## src/design/ubx_frame_parser_unit_defines.svh

```systemverilog
// ----------------------------------------------------------------------------
// ubx_frame_parser_unit_defines
// Assertion macros for the frame parser; compiled out with NO_ASSERTIONS.
// ----------------------------------------------------------------------------
`ifndef UBX_FRAME_PARSER_UNIT_DEFINES_SVH
`define UBX_FRAME_PARSER_UNIT_DEFINES_SVH

`ifndef NO_ASSERTIONS
`define UBXFP_ASSERT_SAME(label, ante, cons) \
  label: assert property (@(posedge clk) disable iff (!rst_n) (ante) |-> (cons)) \
    else $error("ubx_frame_parser_unit: same-cycle check failed");
`define UBXFP_ASSERT_NEXT(label, ante, cons) \
  label: assert property (@(posedge clk) disable iff (!rst_n) (ante) |=> (cons)) \
    else $error("ubx_frame_parser_unit: next-cycle check failed");
`else
`define UBXFP_ASSERT_SAME(label, ante, cons)
`define UBXFP_ASSERT_NEXT(label, ante, cons)
`endif

`endif

```

## src/design/ubxfp_pkg.sv

```systemverilog
// ----------------------------------------------------------------------------
// ubxfp_pkg
// Types and constants shared by the frame parser modules.
// ----------------------------------------------------------------------------
package ubxfp_pkg;

  localparam int unsigned CfgIndexWidth = 2;
  localparam int unsigned CfgDataWidth  = 16;

  localparam logic [CfgIndexWidth-1:0] CFG_SYNC_FIRST  = 2'd0;
  localparam logic [CfgIndexWidth-1:0] CFG_SYNC_SECOND = 2'd1;
  localparam logic [CfgIndexWidth-1:0] CFG_MAX_LENGTH  = 2'd2;

  localparam logic [7:0]  SYNC_FIRST_RST  = 8'hB5;
  localparam logic [7:0]  SYNC_SECOND_RST = 8'h62;
  localparam logic [15:0] MAX_LENGTH_RST  = 16'd100;

  localparam logic [1:0] KIND_BYTE   = 2'd0;
  localparam logic [1:0] KIND_CLEAR  = 2'd1;
  localparam logic [1:0] KIND_RESYNC = 2'd2;

  typedef enum logic [3:0] {
    ST_SYNC1   = 4'd0,
    ST_SYNC2   = 4'd1,
    ST_CLASS   = 4'd2,
    ST_ID      = 4'd3,
    ST_LENLO   = 4'd4,
    ST_LENHI   = 4'd5,
    ST_PAYLOAD = 4'd6,
    ST_CKA     = 4'd7,
    ST_CKB     = 4'd8
  } parse_step_t;

  typedef struct packed {
    logic [1:0] kind;
    logic [7:0] rx_byte;
  } item_t;

  typedef struct packed {
    logic [7:0]  sync_first;
    logic [7:0]  sync_second;
    logic [15:0] max_length;
  } cfg_t;

  typedef struct packed {
    logic        payload_strobe;
    logic [7:0]  payload_byte;
    logic [15:0] payload_index;
    logic        frame_good;
    logic        frame_bad;
    logic [7:0]  frame_class;
    logic [7:0]  frame_id;
    logic [15:0] frame_length;
    logic [15:0] good_frame_count;
    logic [15:0] bad_checksum_count;
    logic [15:0] non_sync_count;
    logic [15:0] byte_count;
  } result_t;

endpackage

```

## src/design/ubxfp_if.sv

```systemverilog
// ----------------------------------------------------------------------------
// ubxfp interfaces
// Valid/ready channels for input items, results and register writes.
// ----------------------------------------------------------------------------
interface ubxfp_item_if;
  logic       valid;
  logic       ready;
  logic [1:0] kind;
  logic [7:0] rx_byte;

  modport source (output valid, output kind, output rx_byte, input ready);
  modport sink (input valid, input kind, input rx_byte, output ready);
endinterface

interface ubxfp_result_if;
  logic        valid;
  logic        ready;
  logic        payload_strobe;
  logic [7:0]  payload_byte;
  logic [15:0] payload_index;
  logic        frame_good;
  logic        frame_bad;
  logic [7:0]  frame_class;
  logic [7:0]  frame_id;
  logic [15:0] frame_length;
  logic [15:0] good_frame_count;
  logic [15:0] bad_checksum_count;
  logic [15:0] non_sync_count;
  logic [15:0] byte_count;

  modport source (
    output valid, output payload_strobe, output payload_byte, output payload_index,
    output frame_good, output frame_bad, output frame_class, output frame_id,
    output frame_length, output good_frame_count, output bad_checksum_count,
    output non_sync_count, output byte_count, input ready
  );
  modport sink (
    input valid, input payload_strobe, input payload_byte, input payload_index,
    input frame_good, input frame_bad, input frame_class, input frame_id,
    input frame_length, input good_frame_count, input bad_checksum_count,
    input non_sync_count, input byte_count, output ready
  );
endinterface

interface ubxfp_cfg_if;
  logic                                valid;
  logic                                ready;
  logic [ubxfp_pkg::CfgIndexWidth-1:0] index;
  logic [ubxfp_pkg::CfgDataWidth-1:0]  wdata;

  modport source (output valid, output index, output wdata, input ready);
  modport sink (input valid, input index, input wdata, output ready);
endinterface

```

## src/design/ubxfp_cfg_regs.sv

```systemverilog
// ----------------------------------------------------------------------------
// ubxfp_cfg_regs
// Sync byte and length limit registers.
// ----------------------------------------------------------------------------
module ubxfp_cfg_regs (
  input  logic                                clk,
  input  logic                                rst_n,
  input  logic                                wr_en,
  input  logic [ubxfp_pkg::CfgIndexWidth-1:0] wr_index,
  input  logic [ubxfp_pkg::CfgDataWidth-1:0]  wr_data,
  output ubxfp_pkg::cfg_t                     cfg
);

  ubxfp_pkg::cfg_t cfg_r;
  ubxfp_pkg::cfg_t cfg_nxt;

  always_comb begin
    cfg_nxt = cfg_r;
    if (wr_en) begin
      unique case (wr_index)
        ubxfp_pkg::CFG_SYNC_FIRST:  cfg_nxt.sync_first  = wr_data[7:0];
        ubxfp_pkg::CFG_SYNC_SECOND: cfg_nxt.sync_second = wr_data[7:0];
        ubxfp_pkg::CFG_MAX_LENGTH:  cfg_nxt.max_length  = wr_data[15:0];
        default: ;
      endcase
    end
  end

  always_ff @(posedge clk) begin
    if (!rst_n) begin
      cfg_r.sync_first  <= ubxfp_pkg::SYNC_FIRST_RST;
      cfg_r.sync_second <= ubxfp_pkg::SYNC_SECOND_RST;
      cfg_r.max_length  <= ubxfp_pkg::MAX_LENGTH_RST;
    end else begin
      cfg_r <= cfg_nxt;
    end
  end

  assign cfg = cfg_r;

endmodule

```

## src/design/ubxfp_in_reg.sv

```systemverilog
// ----------------------------------------------------------------------------
// ubxfp_in_reg
// Input register stage; holds one item until the parser steps on it.
// ----------------------------------------------------------------------------
module ubxfp_in_reg (
  input  logic             clk,
  input  logic             rst_n,
  input  logic             in_valid,
  output logic             in_ready,
  input  ubxfp_pkg::item_t in_item,
  input  logic             take,
  output logic             valid,
  output ubxfp_pkg::item_t item
);

  logic             valid_r;
  logic             valid_nxt;
  ubxfp_pkg::item_t item_r;
  logic             load;

  assign in_ready  = !valid_r || take;
  assign load      = in_valid && in_ready;
  assign valid_nxt = load || (valid_r && !take);

  always_ff @(posedge clk) begin
    if (!rst_n) begin
      valid_r <= 1'b0;
    end else begin
      valid_r <= valid_nxt;
    end
  end

  always_ff @(posedge clk) begin
    if (load) begin
      item_r <= in_item;
    end
  end

  assign valid = valid_r;
  assign item  = item_r;

endmodule

```

## src/design/ubxfp_parse_core.sv

```systemverilog
// ----------------------------------------------------------------------------
// ubxfp_parse_core
// Frame state machine, Fletcher-8 sums, held header fields and counters.
// ----------------------------------------------------------------------------
module ubxfp_parse_core (
  input  logic               clk,
  input  logic               rst_n,
  input  logic               step,
  input  ubxfp_pkg::item_t   item,
  input  ubxfp_pkg::cfg_t    cfg,
  output ubxfp_pkg::result_t result
);

  ubxfp_pkg::parse_step_t step_r, step_nxt;
  logic [7:0]  held_class_r, held_class_nxt;
  logic [7:0]  held_id_r, held_id_nxt;
  logic [15:0] held_length_r, held_length_nxt;
  logic [15:0] byte_position_r, byte_position_nxt;
  logic [7:0]  sum_first_r, sum_first_nxt;
  logic [7:0]  sum_second_r, sum_second_nxt;
  logic [7:0]  check_a_r, check_a_nxt;
  logic [15:0] good_frames_r, good_frames_nxt;
  logic [15:0] bad_sums_r, bad_sums_nxt;
  logic [15:0] stray_bytes_r, stray_bytes_nxt;
  logic [15:0] bytes_seen_r, bytes_seen_nxt;

  logic [7:0]  b;
  logic [7:0]  sum_a_add;
  logic [7:0]  sum_b_add;
  logic [15:0] len_full;
  logic [16:0] pos_inc;
  logic        strobe;
  logic [7:0]  pbyte;
  logic [15:0] pindex;
  logic        good;
  logic        bad;

  assign b         = item.rx_byte;
  assign sum_a_add = sum_first_r + b;
  assign sum_b_add = sum_second_r + sum_a_add;
  assign len_full  = {b, held_length_r[7:0]};
  assign pos_inc   = {1'b0, byte_position_r} + 17'd1;

  always_comb begin
    step_nxt          = step_r;
    held_class_nxt    = held_class_r;
    held_id_nxt       = held_id_r;
    held_length_nxt   = held_length_r;
    byte_position_nxt = byte_position_r;
    sum_first_nxt     = sum_first_r;
    sum_second_nxt    = sum_second_r;
    check_a_nxt       = check_a_r;
    good_frames_nxt   = good_frames_r;
    bad_sums_nxt      = bad_sums_r;
    stray_bytes_nxt   = stray_bytes_r;
    bytes_seen_nxt    = bytes_seen_r;
    strobe            = 1'b0;
    pbyte             = 8'd0;
    pindex            = 16'd0;
    good              = 1'b0;
    bad               = 1'b0;

    unique case (item.kind)
      ubxfp_pkg::KIND_CLEAR: begin
        good_frames_nxt = 16'd0;
        bad_sums_nxt    = 16'd0;
        stray_bytes_nxt = 16'd0;
        bytes_seen_nxt  = 16'd0;
      end
      ubxfp_pkg::KIND_RESYNC: begin
        step_nxt = ubxfp_pkg::ST_SYNC1;
      end
      ubxfp_pkg::KIND_BYTE: begin
        bytes_seen_nxt = bytes_seen_r + 16'd1;
        unique case (step_r)
          ubxfp_pkg::ST_SYNC2: begin
            step_nxt = (b == cfg.sync_second) ? ubxfp_pkg::ST_CLASS : ubxfp_pkg::ST_SYNC1;
          end
          ubxfp_pkg::ST_CLASS: begin
            held_class_nxt = b;
            sum_first_nxt  = b;
            sum_second_nxt = b;
            step_nxt       = ubxfp_pkg::ST_ID;
          end
          ubxfp_pkg::ST_ID: begin
            held_id_nxt    = b;
            sum_first_nxt  = sum_a_add;
            sum_second_nxt = sum_b_add;
            step_nxt       = ubxfp_pkg::ST_LENLO;
          end
          ubxfp_pkg::ST_LENLO: begin
            held_length_nxt = {8'd0, b};
            sum_first_nxt   = sum_a_add;
            sum_second_nxt  = sum_b_add;
            step_nxt        = ubxfp_pkg::ST_LENHI;
          end
          ubxfp_pkg::ST_LENHI: begin
            held_length_nxt   = len_full;
            sum_first_nxt     = sum_a_add;
            sum_second_nxt    = sum_b_add;
            byte_position_nxt = 16'd0;
            if (len_full > cfg.max_length) begin
              step_nxt = ubxfp_pkg::ST_SYNC1;
            end else if (len_full == 16'd0) begin
              step_nxt = ubxfp_pkg::ST_CKA;
            end else begin
              step_nxt = ubxfp_pkg::ST_PAYLOAD;
            end
          end
          ubxfp_pkg::ST_PAYLOAD: begin
            strobe            = 1'b1;
            pbyte             = b;
            pindex            = byte_position_r;
            sum_first_nxt     = sum_a_add;
            sum_second_nxt    = sum_b_add;
            byte_position_nxt = pos_inc[15:0];
            if (pos_inc >= {1'b0, held_length_r}) begin
              step_nxt = ubxfp_pkg::ST_CKA;
            end
          end
          ubxfp_pkg::ST_CKA: begin
            check_a_nxt = b;
            step_nxt    = ubxfp_pkg::ST_CKB;
          end
          ubxfp_pkg::ST_CKB: begin
            step_nxt = ubxfp_pkg::ST_SYNC1;
            if (check_a_r != sum_first_r || b != sum_second_r) begin
              bad          = 1'b1;
              bad_sums_nxt = bad_sums_r + 16'd1;
            end else begin
              good            = 1'b1;
              good_frames_nxt = good_frames_r + 16'd1;
            end
          end
          default: begin
            if (b == cfg.sync_first) begin
              step_nxt = ubxfp_pkg::ST_SYNC2;
            end else begin
              step_nxt        = ubxfp_pkg::ST_SYNC1;
              stray_bytes_nxt = stray_bytes_r + 16'd1;
            end
          end
        endcase
      end
      default: ;
    endcase
  end

  always_ff @(posedge clk) begin
    if (!rst_n) begin
      step_r          <= ubxfp_pkg::ST_SYNC1;
      held_class_r    <= 8'd0;
      held_id_r       <= 8'd0;
      held_length_r   <= 16'd0;
      byte_position_r <= 16'd0;
      sum_first_r     <= 8'd0;
      sum_second_r    <= 8'd0;
      check_a_r       <= 8'd0;
      good_frames_r   <= 16'd0;
      bad_sums_r      <= 16'd0;
      stray_bytes_r   <= 16'd0;
      bytes_seen_r    <= 16'd0;
    end else if (step) begin
      step_r          <= step_nxt;
      held_class_r    <= held_class_nxt;
      held_id_r       <= held_id_nxt;
      held_length_r   <= held_length_nxt;
      byte_position_r <= byte_position_nxt;
      sum_first_r     <= sum_first_nxt;
      sum_second_r    <= sum_second_nxt;
      check_a_r       <= check_a_nxt;
      good_frames_r   <= good_frames_nxt;
      bad_sums_r      <= bad_sums_nxt;
      stray_bytes_r   <= stray_bytes_nxt;
      bytes_seen_r    <= bytes_seen_nxt;
    end
  end

  always_comb begin
    result.payload_strobe     = strobe;
    result.payload_byte       = pbyte;
    result.payload_index      = pindex;
    result.frame_good         = good;
    result.frame_bad          = bad;
    result.frame_class        = held_class_nxt;
    result.frame_id           = held_id_nxt;
    result.frame_length       = held_length_nxt;
    result.good_frame_count   = good_frames_nxt;
    result.bad_checksum_count = bad_sums_nxt;
    result.non_sync_count     = stray_bytes_nxt;
    result.byte_count         = bytes_seen_nxt;
  end

endmodule

```

## src/design/ubxfp_out_reg.sv

```systemverilog
// ----------------------------------------------------------------------------
// ubxfp_out_reg
// Result register; holds one result until the sink takes the transfer.
// ----------------------------------------------------------------------------
module ubxfp_out_reg (
  input  logic               clk,
  input  logic               rst_n,
  input  logic               load,
  input  ubxfp_pkg::result_t result_d,
  input  logic               out_ready,
  output logic               out_valid,
  output ubxfp_pkg::result_t result_q,
  output logic               free
);

  logic               valid_r;
  logic               valid_nxt;
  ubxfp_pkg::result_t result_r;

  assign free      = !valid_r || out_ready;
  assign valid_nxt = load || (valid_r && !out_ready);

  always_ff @(posedge clk) begin
    if (!rst_n) begin
      valid_r <= 1'b0;
    end else begin
      valid_r <= valid_nxt;
    end
  end

  always_ff @(posedge clk) begin
    if (load) begin
      result_r <= result_d;
    end
  end

  assign out_valid = valid_r;
  assign result_q  = result_r;

endmodule

```

## src/design/ubx_frame_parser_unit.sv

```systemverilog
// ----------------------------------------------------------------------------
// ubx_frame_parser_unit
// Byte-stream parser for sync-framed binary messages with Fletcher-8 check.
// ----------------------------------------------------------------------------
// One item per clock is accepted, as long as the result side keeps ready
// high, and one result per item comes out through the input register, then
// the result register. The whole per-byte update of the frame state, the
// check sums and the counters is combinational logic between those two
// registers. Register writes take effect in the cycle after their transfer
// and are expected only while no item is in flight.
`include "ubx_frame_parser_unit_defines.svh"

module ubx_frame_parser_unit (
  input  logic           clk,
  input  logic           rst_n,
  ubxfp_item_if.sink     in_chan,
  ubxfp_result_if.source out_chan,
  ubxfp_cfg_if.sink      cfg_chan
);

  ubxfp_pkg::cfg_t    cfg;
  ubxfp_pkg::item_t   in_item;
  ubxfp_pkg::item_t   s1_item;
  ubxfp_pkg::result_t core_result;
  ubxfp_pkg::result_t out_result;
  logic               s1_valid;
  logic               free;
  logic               step;
  logic               out_valid;
  logic               in_ready;

  assign cfg_chan.ready = 1'b1;

  ubxfp_cfg_regs u_cfg_regs (
    .clk      (clk),
    .rst_n    (rst_n),
    .wr_en    (cfg_chan.valid),
    .wr_index (cfg_chan.index),
    .wr_data  (cfg_chan.wdata),
    .cfg      (cfg)
  );

  assign in_item.kind    = in_chan.kind;
  assign in_item.rx_byte = in_chan.rx_byte;
  assign in_chan.ready   = in_ready;

  ubxfp_in_reg u_in_reg (
    .clk      (clk),
    .rst_n    (rst_n),
    .in_valid (in_chan.valid),
    .in_ready (in_ready),
    .in_item  (in_item),
    .take     (step),
    .valid    (s1_valid),
    .item     (s1_item)
  );

  assign step = s1_valid && free;

  ubxfp_parse_core u_parse_core (
    .clk    (clk),
    .rst_n  (rst_n),
    .step   (step),
    .item   (s1_item),
    .cfg    (cfg),
    .result (core_result)
  );

  ubxfp_out_reg u_out_reg (
    .clk       (clk),
    .rst_n     (rst_n),
    .load      (step),
    .result_d  (core_result),
    .out_ready (out_chan.ready),
    .out_valid (out_valid),
    .result_q  (out_result),
    .free      (free)
  );

  assign out_chan.valid              = out_valid;
  assign out_chan.payload_strobe     = out_result.payload_strobe;
  assign out_chan.payload_byte       = out_result.payload_byte;
  assign out_chan.payload_index      = out_result.payload_index;
  assign out_chan.frame_good         = out_result.frame_good;
  assign out_chan.frame_bad          = out_result.frame_bad;
  assign out_chan.frame_class        = out_result.frame_class;
  assign out_chan.frame_id           = out_result.frame_id;
  assign out_chan.frame_length       = out_result.frame_length;
  assign out_chan.good_frame_count   = out_result.good_frame_count;
  assign out_chan.bad_checksum_count = out_result.bad_checksum_count;
  assign out_chan.non_sync_count     = out_result.non_sync_count;
  assign out_chan.byte_count         = out_result.byte_count;

  `UBXFP_ASSERT_SAME(a_good_bad_excl, out_valid, !(out_result.frame_good && out_result.frame_bad))
  `UBXFP_ASSERT_SAME(a_index_in_len, out_valid && out_result.payload_strobe, out_result.payload_index < out_result.frame_length)
  `UBXFP_ASSERT_NEXT(a_step_fills_out, step, out_valid)
  `UBXFP_ASSERT_NEXT(a_stall_keeps_item, s1_valid && !free, s1_valid)

endmodule

```

## src/flat_wrapper.sv

```systemverilog
// flat-port wrapper written by rule: the top's interface ports become plain ports
module ubx_frame_parser_unit_flat 
  (clk, rst_n, in_chan_valid, in_chan_kind, in_chan_rx_byte, in_chan_ready, out_chan_valid, out_chan_payload_strobe, out_chan_payload_byte, out_chan_payload_index, out_chan_frame_good, out_chan_frame_bad, out_chan_frame_class, out_chan_frame_id, out_chan_frame_length, out_chan_good_frame_count, out_chan_bad_checksum_count, out_chan_non_sync_count, out_chan_byte_count, out_chan_ready, cfg_chan_valid, cfg_chan_index, cfg_chan_wdata, cfg_chan_ready);
  ubxfp_item_if in_chan_i ();
  ubxfp_result_if out_chan_i ();
  ubxfp_cfg_if cfg_chan_i ();
  input  logic clk;
  input  logic rst_n;
  input wire logic [$bits(in_chan_i.valid)-1:0] in_chan_valid;
  input wire logic [$bits(in_chan_i.kind)-1:0] in_chan_kind;
  input wire logic [$bits(in_chan_i.rx_byte)-1:0] in_chan_rx_byte;
  output wire logic [$bits(in_chan_i.ready)-1:0] in_chan_ready;
  output wire logic [$bits(out_chan_i.valid)-1:0] out_chan_valid;
  output wire logic [$bits(out_chan_i.payload_strobe)-1:0] out_chan_payload_strobe;
  output wire logic [$bits(out_chan_i.payload_byte)-1:0] out_chan_payload_byte;
  output wire logic [$bits(out_chan_i.payload_index)-1:0] out_chan_payload_index;
  output wire logic [$bits(out_chan_i.frame_good)-1:0] out_chan_frame_good;
  output wire logic [$bits(out_chan_i.frame_bad)-1:0] out_chan_frame_bad;
  output wire logic [$bits(out_chan_i.frame_class)-1:0] out_chan_frame_class;
  output wire logic [$bits(out_chan_i.frame_id)-1:0] out_chan_frame_id;
  output wire logic [$bits(out_chan_i.frame_length)-1:0] out_chan_frame_length;
  output wire logic [$bits(out_chan_i.good_frame_count)-1:0] out_chan_good_frame_count;
  output wire logic [$bits(out_chan_i.bad_checksum_count)-1:0] out_chan_bad_checksum_count;
  output wire logic [$bits(out_chan_i.non_sync_count)-1:0] out_chan_non_sync_count;
  output wire logic [$bits(out_chan_i.byte_count)-1:0] out_chan_byte_count;
  input wire logic [$bits(out_chan_i.ready)-1:0] out_chan_ready;
  input wire logic [$bits(cfg_chan_i.valid)-1:0] cfg_chan_valid;
  input wire logic [$bits(cfg_chan_i.index)-1:0] cfg_chan_index;
  input wire logic [$bits(cfg_chan_i.wdata)-1:0] cfg_chan_wdata;
  output wire logic [$bits(cfg_chan_i.ready)-1:0] cfg_chan_ready;
  assign in_chan_i.valid = in_chan_valid;
  assign in_chan_i.kind = in_chan_kind;
  assign in_chan_i.rx_byte = in_chan_rx_byte;
  assign in_chan_ready = in_chan_i.ready;
  assign out_chan_valid = out_chan_i.valid;
  assign out_chan_payload_strobe = out_chan_i.payload_strobe;
  assign out_chan_payload_byte = out_chan_i.payload_byte;
  assign out_chan_payload_index = out_chan_i.payload_index;
  assign out_chan_frame_good = out_chan_i.frame_good;
  assign out_chan_frame_bad = out_chan_i.frame_bad;
  assign out_chan_frame_class = out_chan_i.frame_class;
  assign out_chan_frame_id = out_chan_i.frame_id;
  assign out_chan_frame_length = out_chan_i.frame_length;
  assign out_chan_good_frame_count = out_chan_i.good_frame_count;
  assign out_chan_bad_checksum_count = out_chan_i.bad_checksum_count;
  assign out_chan_non_sync_count = out_chan_i.non_sync_count;
  assign out_chan_byte_count = out_chan_i.byte_count;
  assign out_chan_i.ready = out_chan_ready;
  assign cfg_chan_i.valid = cfg_chan_valid;
  assign cfg_chan_i.index = cfg_chan_index;
  assign cfg_chan_i.wdata = cfg_chan_wdata;
  assign cfg_chan_ready = cfg_chan_i.ready;
  ubx_frame_parser_unit u_core (.clk(clk), .rst_n(rst_n), .in_chan(in_chan_i), .out_chan(out_chan_i), .cfg_chan(cfg_chan_i));
endmodule
```

## config.mk

```make
export PLATFORM = sky130hd
export DESIGN_NAME = ubx_frame_parser_unit_flat
export DESIGN_NICKNAME = d
export VERILOG_FILES = /design/src/design/ubxfp_pkg.sv /design/src/design/ubxfp_if.sv /design/src/design/ubxfp_cfg_regs.sv /design/src/design/ubxfp_in_reg.sv /design/src/design/ubxfp_parse_core.sv /design/src/design/ubxfp_out_reg.sv /design/src/design/ubx_frame_parser_unit.sv /design/src/flat_wrapper.sv
export VERILOG_INCLUDE_DIRS = /design/src /design/src/design
export SDC_FILE = /design/constraint.sdc
export NUM_CORES = 1
export LEC_CHECK = 0
export ABC_AREA = 1
export BUFFER_PORTS_ARGS = -buffer_cell sky130_fd_sc_hd__buf_2
export CAP_MARGIN = 20
export CORE_MARGIN = 3
export CORE_UTILIZATION = 30
export DETAILED_ROUTE_END_ITERATION = 8
export HOLD_SLACK_MARGIN = 0.05
export PLACE_DENSITY_LB_ADDON = 0.2
export SYNTH_ARGS = -nofsm -noshare
export SYNTH_HDL_FRONTEND = slang
export SYNTH_SLANG_ARGS = --single-unit
```

## constraint.sdc

```tcl
create_clock -name clk -period 5.2 [get_ports clk]
set_input_delay 0.78 -clock clk [delete_from_list [all_inputs] [get_ports clk]]
set_output_delay 0.78 -clock clk [all_outputs]
set_load 0.02 [all_outputs]
```

==> flow_summary.json, run 1 <==
{
  "cp.arrival_ns": 3.55,
  "start_util_pct": 30.5,
  "coreArea_sq_um": 52900,
  "fp.dieH_microns": 238,
  "wl_met1_microns": 21300,
  "clkLatencyLatePin_ns": 0.57,
  "register_area_sq_um": 7480,
  "grt_max_degree": 137,
  "postSynthCellCount": 2113,
  "cts.reportedPaths.clkPinSlew_ns": 0.06,
  "cts_tree": "done",
  "max_stage_delay_ns": 0.59,
  "dp_hpwl_microns": 32200,
  "seqPwrFrac_pct": 44.9,
  "vdd_drop_max_mv": 0.211,
  "die_w_microns": 238,
  "status": "completed",
  "multi_input_area_sq_um": 7160,
  "rows": 84,
  "crit_fanout": 8,
  "synth_seq_area_share_pct": 46.3,
  "hold_violations": 0,
  "ant_nets": 0,
  "worst_slew_pin_slew_ns": 1.02,
  "drc_errors": 0,
  "fin_nets": 2321,
  "fin_setup_tns_ns": 0,
  "relSlewSlack_pct": 31.8,
  "final.setup_skew_ns": 0.0299,
  "grt_pass1_vias": 13700,
  "p_comb_share_pct": 11.5,
  "synth_nets": 2199,
  "start_kind": "register",
  "ys_async_sr_fraction_pct": 0,
  "ys_types": 47,
  "cts_repair_resize_count": 0,
  "rsz0062_at_grt": "false",
  "synthTopCellsByCount": "nand2_1 (494), inv_1 (289), dfxtp_1 (174)",
  "power_density_nw_per_um2": 326,
  "slew_viol_final": 0,
  "end_kind": "register",
  "cts_max_level": 2,
  "drt_iter0_drc": 796,
  "grt_pass1_wl_microns": 75000,
  "period_needed_ns": 3.09,
  "crit_required_ns": 5.66,
  "clkPwrFrac_pct": 43.6,
  "crit_path_start": "u_core.u_in_reg.item[0]",
  "wl_per_cell_microns": 16.0,
  "fillers": 5576,
  "yosysWarnings": 0,
  "ctsHoldBuffers": 0,
  "synth.ff_latch_count": 307,
  "path_class": "register to register",
  "route.met2.wl_microns": 22400,
  "max_freq_mhz": 323,
  "routed_wl_microns": 47200,
  "synthTopCellsByArea": "edfxtp_1 (25%), dfxtp_1 (22%), nand2_1 (11%)",
  "top_layer_used": "met4",
  "crit_chain": "ha_1 -> inv_1 -> fa_1 -> o21ai_0 -> nand2_1 -> nand2_1 -> nand2_1 -> nand2_1 -> a21oi_1 -> xnor2_1 -> ha_1 -> a21oi_1 -> o221ai_1 -> nand3b_1 -> nand3_1 -> a21oi_1",
  "clk_path_buf_depth": 3,
  "synth_edf_count": 133,
  "p_leak_nw": 8.46,
  "post-cts-setup-buffers": 0,
  "period_share_pct": 59.5,
  "r2r-start": "u_core.u_in_reg.item[0]",
  "worst_hold_path_type": "input pin to register",
  "syn_to_final_growth_pct": 16.4,
  "dr_wl_met3_microns": 2330,
  "crit_slowest_cell": "edfxtp_1",
  "numClockSinks": 307,
  "cts_root_buffer": "clkbuf_16",
  "cap_violations": 0,
  "final_layout_size_suffix_gt1_share_pct": 11.7,
  "diodes": 0,
  "p_int_w": 0.00445,
  "drt-pass1-iter-count": 5,
  "place_inst": 2881,
  "hp-start": "in_chan_rx_byte[7]",
  "crit_top_cell": "nand2_1",
  "setup_violations": 0,
  "grt-ovfl-total": 0,
  "place_congestion": 0.870,
  "syn_avg_cell_area_sq_um": 7.64,
  "antenna_found_initial": 1,
  "path_buf_inv": 1,
  "dr_total_vias": 14200,
  "crit_family": "adder cells",
  "fin_cells": 2954,
  "portBuffers": 157,
  "synth_area_leader_cell": "edfxtp_1",
  "switching_power_w": 0.00167,
  "vias_per_cell": 4.82,
  "cts_buffers": 39,
  "ios": 159,
  "synth_area_sq_um": 16100,
  "dieArea_sq_um": 56600,
  "synth_top_area_share_pct": 24.8,
  "synthMostInstantiatedCell": "nand2_1",
  "power.share.switching_pct": 27.2,
  "track_usage_pct": 16.5,
  "synth_ff_type": "dfxtp_1"
}
[per-layer routing]
| metal | vias up | track usage (%) |
|---|---|---|
| li1 | 7186 | - |
| met1 | 6653 | 21.4 |
| met2 | 320 | 28.1 |
| met3 | 75 | 2.97 |
| met5 | - | 0 |
| met4 | 0 | 5.37 |
[worst paths after layout]
kind / endpoint / slack [ns] / cells after the start
setup / recovery: u_core.u_parse_core.sum_second_r[7] / 2.11 / 16
hold / removal: u_core.u_in_reg.item[7] / 0.39 / 1
setup reg to reg: u_core.u_parse_core.sum_second_r[7] / 2.11 / 16
hold reg to reg: u_core.u_cfg_regs.cfg[8] / 0.46 / 2
[flip-flops by register name, summed over array words and instances, names as in the netlist, 16 cells and up]
register                             flops
u_core.u_parse_core.bad_sums_r          16
u_core.u_parse_core.held_length_r       16
u_core.u_parse_core.good_frames_r       16
u_core.u_parse_core.bytes_seen_r        16
u_core.u_cfg_regs.cfg                   32
u_core.u_parse_core.stray_bytes_r       16
u_core.u_out_reg.result_q              123
u_core.u_parse_core.byte_position_r     16
[placed cells by master (no fill, tap or decap), drive strengths merged, types with 29 or more instances in the layout]
master  netlist  final
nand2       500    500
inv         300    300
o21ai       181    181
nor2        177    177
dfxtp       174    174
buf          34    170
nand3       158    158
a21oi       155    155
edfxtp      133    133
clkbuf       55     53
ha           51     51
xor2         50     50
nor3         36     36
nand4        29     29
[kinds of logic after synthesis]
family | synth area share [%]
AO/OA/AOI/OAI | 13.1
XOR/XNOR | 3.15
adder cells (fa/ha/maj) | 4.20
buffers and inverters | 9.35
flip-flops | 46.3
other | 0.0232
AND/OR/NAND/NOR | 23.8
[layout make-up]
| class | instances | area share (%) |
|---|---|---|
| Sequential cell | 307 | 39.8 |
| Multi-Input combinational cell | 1416 | 38.1 |
| Inverter | 301 | 6.06 |
| Clock buffer | 53 | 5.64 |
| Timing Repair Buffer | 170 | 4.77 |
| Tap cell | 688 | 4.58 |
| Clock inverter | 19 | 1.01 |
[power by group through the flow]
stage / Combinational (W) / Sequential, W / Clock, W
after global placement: 0.000697 / 0.00280 / 0
after detailed placement: 0.000708 / 0.00280 / 0
after CTS: 0.000713 / 0.00275 / 0.00275
final: 0.000704 / 0.00275 / 0.00266
after global routing: 0.000801 / 0.00276 / 0.00284
after floorplan: 0.000435 / 0.00283 / 0
[per-stage QoR]
stage	power (W)	area, sq um	utilization, %	hold WS, ns	setup WS, ns
finish	0.00612	18800	35.5	0.390	2.11
global route	0.00641	18800	35.5	0.365	1.79
CTS	0.00621	18800	35.5	0.354	2.08
detailed placement	0.00351	17500	33.1	0.454	1.93
global placement	0.00350	17500	33.1	0.448	2.01
floorplan	0.00327	16100	-	0.433	1.58
[worst register-to-register path, delay by kind of cell, from the launching register on]
family                   cells  cell delay (ns)
flip-flops                   1             0.59
adder cells (fa/ha/maj)      3             0.95
AND/OR/NAND/NOR              6             0.55
buffers and inverters        1             0.06
AO/OA/AOI/OAI                5             0.64
XOR/XNOR                     1             0.21
Note: power is estimated with default switching activity, not from simulation.
==> inputs of run 2 (changes only) <==
Settings changed: ABC_AREA 1 to 0.
Clock period 5.2 ns to 2.9 ns, I/O delays scaled along.
==> flow_summary.json, run 2 <==
{
  "status": "finished, violations left",
  "violations": "negative setup slack",
  "dr_total_vias": 12000,
  "period_needed_ns": 2.93,
  "path_buf_inv": 2,
  "layout_commonest_cell": "nand2_1",
  "vias_per_cell": 4.87,
  "crit_fanout": 2,
  "cap_violations": 0,
  "cts_max_level": 2,
  "crit_family": "adder cells",
  "syn_avg_cell_area_sq_um": 9.45,
  "synth_seq_area_share_pct": 49.8,
  "place_congestion": 0.778,
  "rsz0062_at_grt": "true",
  "fin_nets": 1855,
  "synth_edf_count": 133,
  "postSynthCellCount": 1590,
  "clkLatencyLatePin_ns": 0.56,
  "final_layout_size_suffix_gt1_share_pct": 20.1,
  "synth_area_leader_cell": "edfxtp_1",
  "fillers": 4933,
  "dp_hpwl_microns": 29500,
  "cts_root_buffer": "clkbuf_16",
  "synth_nets": 1676,
  "start_util_pct": 30.6,
  "clk_path_buf_depth": 3,
  "setup_violations": 1,
  "hold_violations": 0,
  "period_share_pct": 101,
  "vdd_drop_max_mv": 0.322,
  "drt-pass1-iter-count": 4,
  "ant_nets": 0,
  "coreArea_sq_um": 49200,
  "grt_pass1_wl_microns": 66000,
  "cts_tree": "done",
  "ios": 159,
  "grt_pass1_vias": 11600,
  "wl_per_cell_microns": 17.1,
  "antenna_found_initial": 1,
  "rows": 81,
  "max_stage_delay_ns": 0.52,
  "die_w_microns": 230,
  "slew_viol_final": 0,
  "drt_iter0_drc": 679,
  "place_inst": 2393,
  "worst_hold_path_type": "input pin to register",
  "synth.ff_latch_count": 307,
  "ys_async_sr_fraction_pct": 0,
  "synthTopCellsByArea": "edfxtp_1 (27%), dfxtp_1 (23%), nand2_1 (4.7%)",
  "synth_area_sq_um": 15000,
  "end_kind": "register",
  "crit_chain": "ha_2 -> inv_2 -> fa_2 -> inv_1 -> ha_1 -> a21oi_1 -> o21ai_1 -> a2111oi_4 -> nor3_2 -> xor2_1 -> and3_1 -> o31a_1",
  "final_cell_mix": "nand2_1 (190), nor2_1 (176), dfxtp_1 (174), buf_2 (157), edfxtp_1 (133)",
  "power_density_nw_per_um2": 553,
  "diodes": 0,
  "cts_buffers": 36,
  "grt_max_degree": 106,
  "track_usage_pct": 15.6,
  "routed_wl_microns": 42100,
  "ys_types": 77,
  "cp.arrival_ns": 3.37,
  "fin_area_sq_um": 18300,
  "synthTopCellsByCount": "nand2_1 (190), nor2_1 (178), dfxtp_1 (174)",
  "path_class": "register to register",
  "synth_ff_type": "dfxtp_1",
  "fp.dieH_microns": 230,
  "crit_slowest_cell": "fa_2",
  "numClockSinks": 307,
  "max_freq_mhz": 341,
  "drc_errors": 0,
  "final.setup_skew_ns": 0.0246,
  "dieArea_sq_um": 52800,
  "post-route-util_pct": 37.2,
  "portBuffers": 157,
  "setup_slack_ns": -0.0350,
  "largest_register_ffs": 123,
  "cts.reportedPaths.clkPinSlew_ns": 0.06,
  "synthMostInstantiatedCell": "nand2_1",
  "start_kind": "register",
  "synth_top_area_share_pct": 26.6,
  "relSlewSlack_pct": 30.2,
  "grt-ovfl-total": 0,
  "p_leak_nw": 6.93,
  "fin_cells": 2461,
  "crit_required_ns": 3.33,
  "yosysWarnings": 0,
  "worst_slew_pin_slew_ns": 1.04,
  "place_area_sq_um": 16900,
  "syn_to_final_growth_pct": 21.6
}
run 2: through the flow:
stage | power, W | setup WS (ns) | hold slack (ns) | setup TNS [ns]
after floorplan | 0.00520 | -0.165 | 0.434 | -0.165
after global placement | 0.00550 | -0.186 | 0.440 | -0.186
after detailed placement | 0.00551 | -0.237 | 0.445 | -0.237
after CTS | 0.0102 | -0.0635 | 0.0528 | -0.0635
after global routing | 0.0105 | -0.170 | 0.0573 | -0.170
final | 0.0101 | -0.0350 | 0.0773 | -0.0350
run 2: power breakdown:
group	internal, W	switching [W]
combinational	0.000219	0.000494
sequential	0.00463	0.0000589
clock	0.00283	0.00186
total	0.00768	0.00241
run 2: path summary, 6_finish.rpt:
check                           slack, ns                             start                             endpoint  cells after the start
worst max-delay path                -0.03           u_core.u_in_reg.item[0]  u_core.u_parse_core.sum_second_r[7]                     12
worst min-delay path                 0.08                in_chan_rx_byte[2]              u_core.u_in_reg.item[2]                      1
worst max register to register      -0.03           u_core.u_in_reg.item[0]  u_core.u_parse_core.sum_second_r[7]                     12
worst min register to register       0.45  u_core.u_parse_core.held_id_r[3]     u_core.u_parse_core.held_id_r[3]                      2
run 2: kinds of logic (layout without fill, tap and decap cells):
group / Yosys count / count (layout) / synth area share [%]
other: 1 / 1 / 0.0250
flip-flops: 307 / 307 / 49.8
buffers and inverters: 150 / 357 / 3.97
multiplexers: 37 / 37 / 2.61
adder cells (fa/ha/maj): 53 / 53 / 4.52
AO/OA/AOI/OAI: 304 / 304 / 12.4
XOR/XNOR: 109 / 109 / 6.36
AND/OR/NAND/NOR: 629 / 629 / 20.3
run 2: area by class of cell:
cell class / count / area (sq um) / area share (%)
flip-flops and latches: 307 / 7480 / 40.9
multi-input cells: 1133 / 7070 / 38.7
repair buffers: 239 / 1450 / 7.96
clock buffers: 50 / 1060 / 5.78
well taps: 664 / 831 / 4.55
inverters: 52 / 201 / 1.10
clock inverters: 16 / 169 / 0.925
run 2: per-layer routing:
metal / GRT usage, % / up-vias / share of wire, %
li1: - / 5974 / -
met1: 21.2 / 5747 / 47
met2: 25.9 / 216 / 47
met3: 2.91 / 48 / 4.1
met4: 3.70 / 2 / 1.9
met5: 0 / - / 0.031
run 2: repair_timing:
action                                 in CTS  in global routing
gates resized for setup                     5                 16
setup endpoints to repair                   4                 10
pin swaps                                  10                  8
hold buffers                                1                  0
endpoints found under the hold margin       1                  0
gates cloned                                0                  0
setup buffers                               1                  0
==> inputs of run 3 (changes only) <==
Settings changed: PLACE_DENSITY set to 0.56, PLACE_DENSITY_LB_ADDON 0.2 to not set.
==> flow_summary.json, run 3 (synthesis results as in run 2) <==
{
  "grt_max_degree": 116,
  "fin_nets": 1874,
  "dieArea_sq_um": 52800,
  "place_inst": 2397,
  "vias_per_cell": 4.91,
  "worst_hold_path_type": "input pin to register",
  "fillers": 4919,
  "final.setup_skew_ns": 0.0172,
  "numClockSinks": 307,
  "layout_commonest_cell": "nand2_1",
  "cts_root_buffer": "clkbuf_16",
  "grt_pass1_vias": 11700,
  "ant_nets": 0,
  "grt-ovfl-total": 0,
  "clkPwrFrac_pct": 48.5,
  "seqPwrFrac_pct": 44.6,
  "cp.arrival_ns": 3.50,
  "status": "finished, violations left",
  "rows": 81,
  "rsz0062_at_grt": "true",
  "grt_pass1_wl_microns": 65400,
  "dr_total_vias": 12200,
  "routed_wl_microns": 41700,
  "largest_register_ffs": 123,
  "period_needed_ns": 3.07,
  "cts.reportedPaths.clkPinSlew_ns": 0.06,
  "clk_path_buf_depth": 3,
  "die_w_microns": 230,
  "coreArea_sq_um": 49200,
  "max_freq_mhz": 325,
  "p_leak_nw": 7.07,
  "drc_errors": 0,
  "p_comb_share_pct": 6.9,
  "period_share_pct": 106,
  "relSlewSlack_pct": 36.6,
  "final_layout_size_suffix_gt1_share_pct": 21.3,
  "worst_slew_pin_slew_ns": 0.949,
  "cts_max_level": 2,
  "dp_hpwl_microns": 28700,
  "portBuffers": 157,
  "power.share.switching_pct": 23.7,
  "post-route-util_pct": 37.7,
  "cts_buffers": 37,
  "power.total_w": 0.0105,
  "place_congestion": 0.867,
  "slew_viol_final": 0,
  "hold_ws_ns": 0.0821,
  "syn_to_final_growth_pct": 23.3,
  "fin_cells": 2479,
  "power_density_nw_per_um2": 568,
  "violations": "negative setup slack",
  "vdd_drop_max_mv": 0.323,
  "setup_slack_ns": -0.173,
  "setup_violations": 1,
  "track_usage_pct": 15.4,
  "start_kind": "register",
  "crit_fanout": 2,
  "final_cell_mix": "nand2_1 (188), nor2_1 (177), dfxtp_1 (172), buf_2 (157), edfxtp_1 (133)",
  "drt_iter0_drc": 815,
  "switching_power_w": 0.00249,
  "drt-pass1-iter-count": 5,
  "p_int_w": 0.00803,
  "ios": 159,
  "path_class": "register to register",
  "cts_tree": "done",
  "end_kind": "register",
  "r2r_slack_ns": -0.17,
  "start_util_pct": 30.6,
  "hold_violations": 0,
  "fp.dieH_microns": 230,
  "wl_per_cell_microns": 16.8,
  "clkLatencyLatePin_ns": 0.54,
  "antenna_found_initial": 4,
  "crit_required_ns": 3.33,
  "cap_violations": 0
}
-- run 3: cell count changes in the layout (fill, tap and decap cells not counted), moves of 3 or more --
| cell | delta |
|---|---|
| nor3_2 | +3 |
| bufinv_16 | +6 |
| clkinv_4 | +5 |
| clkbuf_8 | -6 |
| buf_4 | +18 |
-- run 3: worst max-delay path, stage by stage (launching register included) --
cell and delay [ns]:
edfxtp_1 0.40, ha_2 0.20, inv_2 0.05, fa_2 0.18
nor2b_1 0.05, o21ai_1 0.18, a21boi_1 0.12, o21a_1 0.20
or3_4 0.38, and2_4 0.17, ha_4 0.26, nor2_1 0.05
nor3_2 0.17, xor2_1 0.20, nor3_1 0.08, o31a_1 0.27
-- run 3: worst paths after layout --
| check | cells past startpoint | start | end |
|---|---|---|---|
| hold / removal | 1 | in_chan_rx_byte[3] | u_core.u_in_reg.item[3] |
| setup / recovery | 15 | u_core.u_in_reg.item[0] | u_core.u_parse_core.sum_second_r[7] |
| setup reg to reg | 15 | u_core.u_in_reg.item[0] | u_core.u_parse_core.sum_second_r[7] |
| hold reg to reg | 2 | u_core.u_parse_core.held_id_r[4] | u_core.u_parse_core.held_id_r[4] |
-- run 3: metal layers --
layer / vias up / GRT usage, % / part of all wire [%]
li1: 6007 / - / -
met1: 5823 / 20.5 / 46
met2: 282 / 25.6 / 46
met3: 63 / 3.11 / 5.4
met4: 6 / 4.23 / 2.4
met5: - / 0 / 0.098
-- run 3: through the flow --
step	worst slack, ns	setup TNS (ns)	area (sq um)
final	-0.173	-0.173	18500
after CTS	-0.113	-0.166	18400
after detailed placement	-0.200	-0.202	17000
after floorplan	-0.165	-0.165	15100
after global routing	-0.305	-0.379	18500
after global placement	-0.169	-0.169	17000
-- run 3: cell type report --
type | count | area [sq um] | area share, %
clock buffers | 41 | 941 | 5.08
inverters | 52 | 201 | 1.09
diodes | 1 | 2.50 | 0.0135
repair buffers | 257 | 1580 | 8.53
well taps | 664 | 831 | 4.49
multi-input cells | 1133 | 7100 | 38.3
clock inverters | 24 | 382 | 2.06
flip-flops and latches | 307 | 7480 | 40.4
-- run 3: what timing repair did --
| item | 4_1_cts | 5_1_grt |
|---|---|---|
| hold endpoints to repair | 1 | 0 |
| setup endpoints to repair | 2 | 18 |
| pin swaps | 11 | 14 |
| hold buffers | 1 | 0 |
| resized for setup | 6 | 22 |
| buffers inserted | 12 | 5 |
| gates cloned | 0 | 0 |
-- run 3: power groups by stage --
stage / clock network, W / registers (W) / logic, W
2_1_floorplan: 0 / 0.00488 / 0.000315
3_3_place_gp: 0 / 0.00478 / 0.000704
3_5_place_dp: 0 / 0.00479 / 0.000714
4_1_cts: 0.00521 / 0.00469 / 0.000731
5_1_grt: 0.00538 / 0.00470 / 0.000786
6_report: 0.00510 / 0.00469 / 0.000723
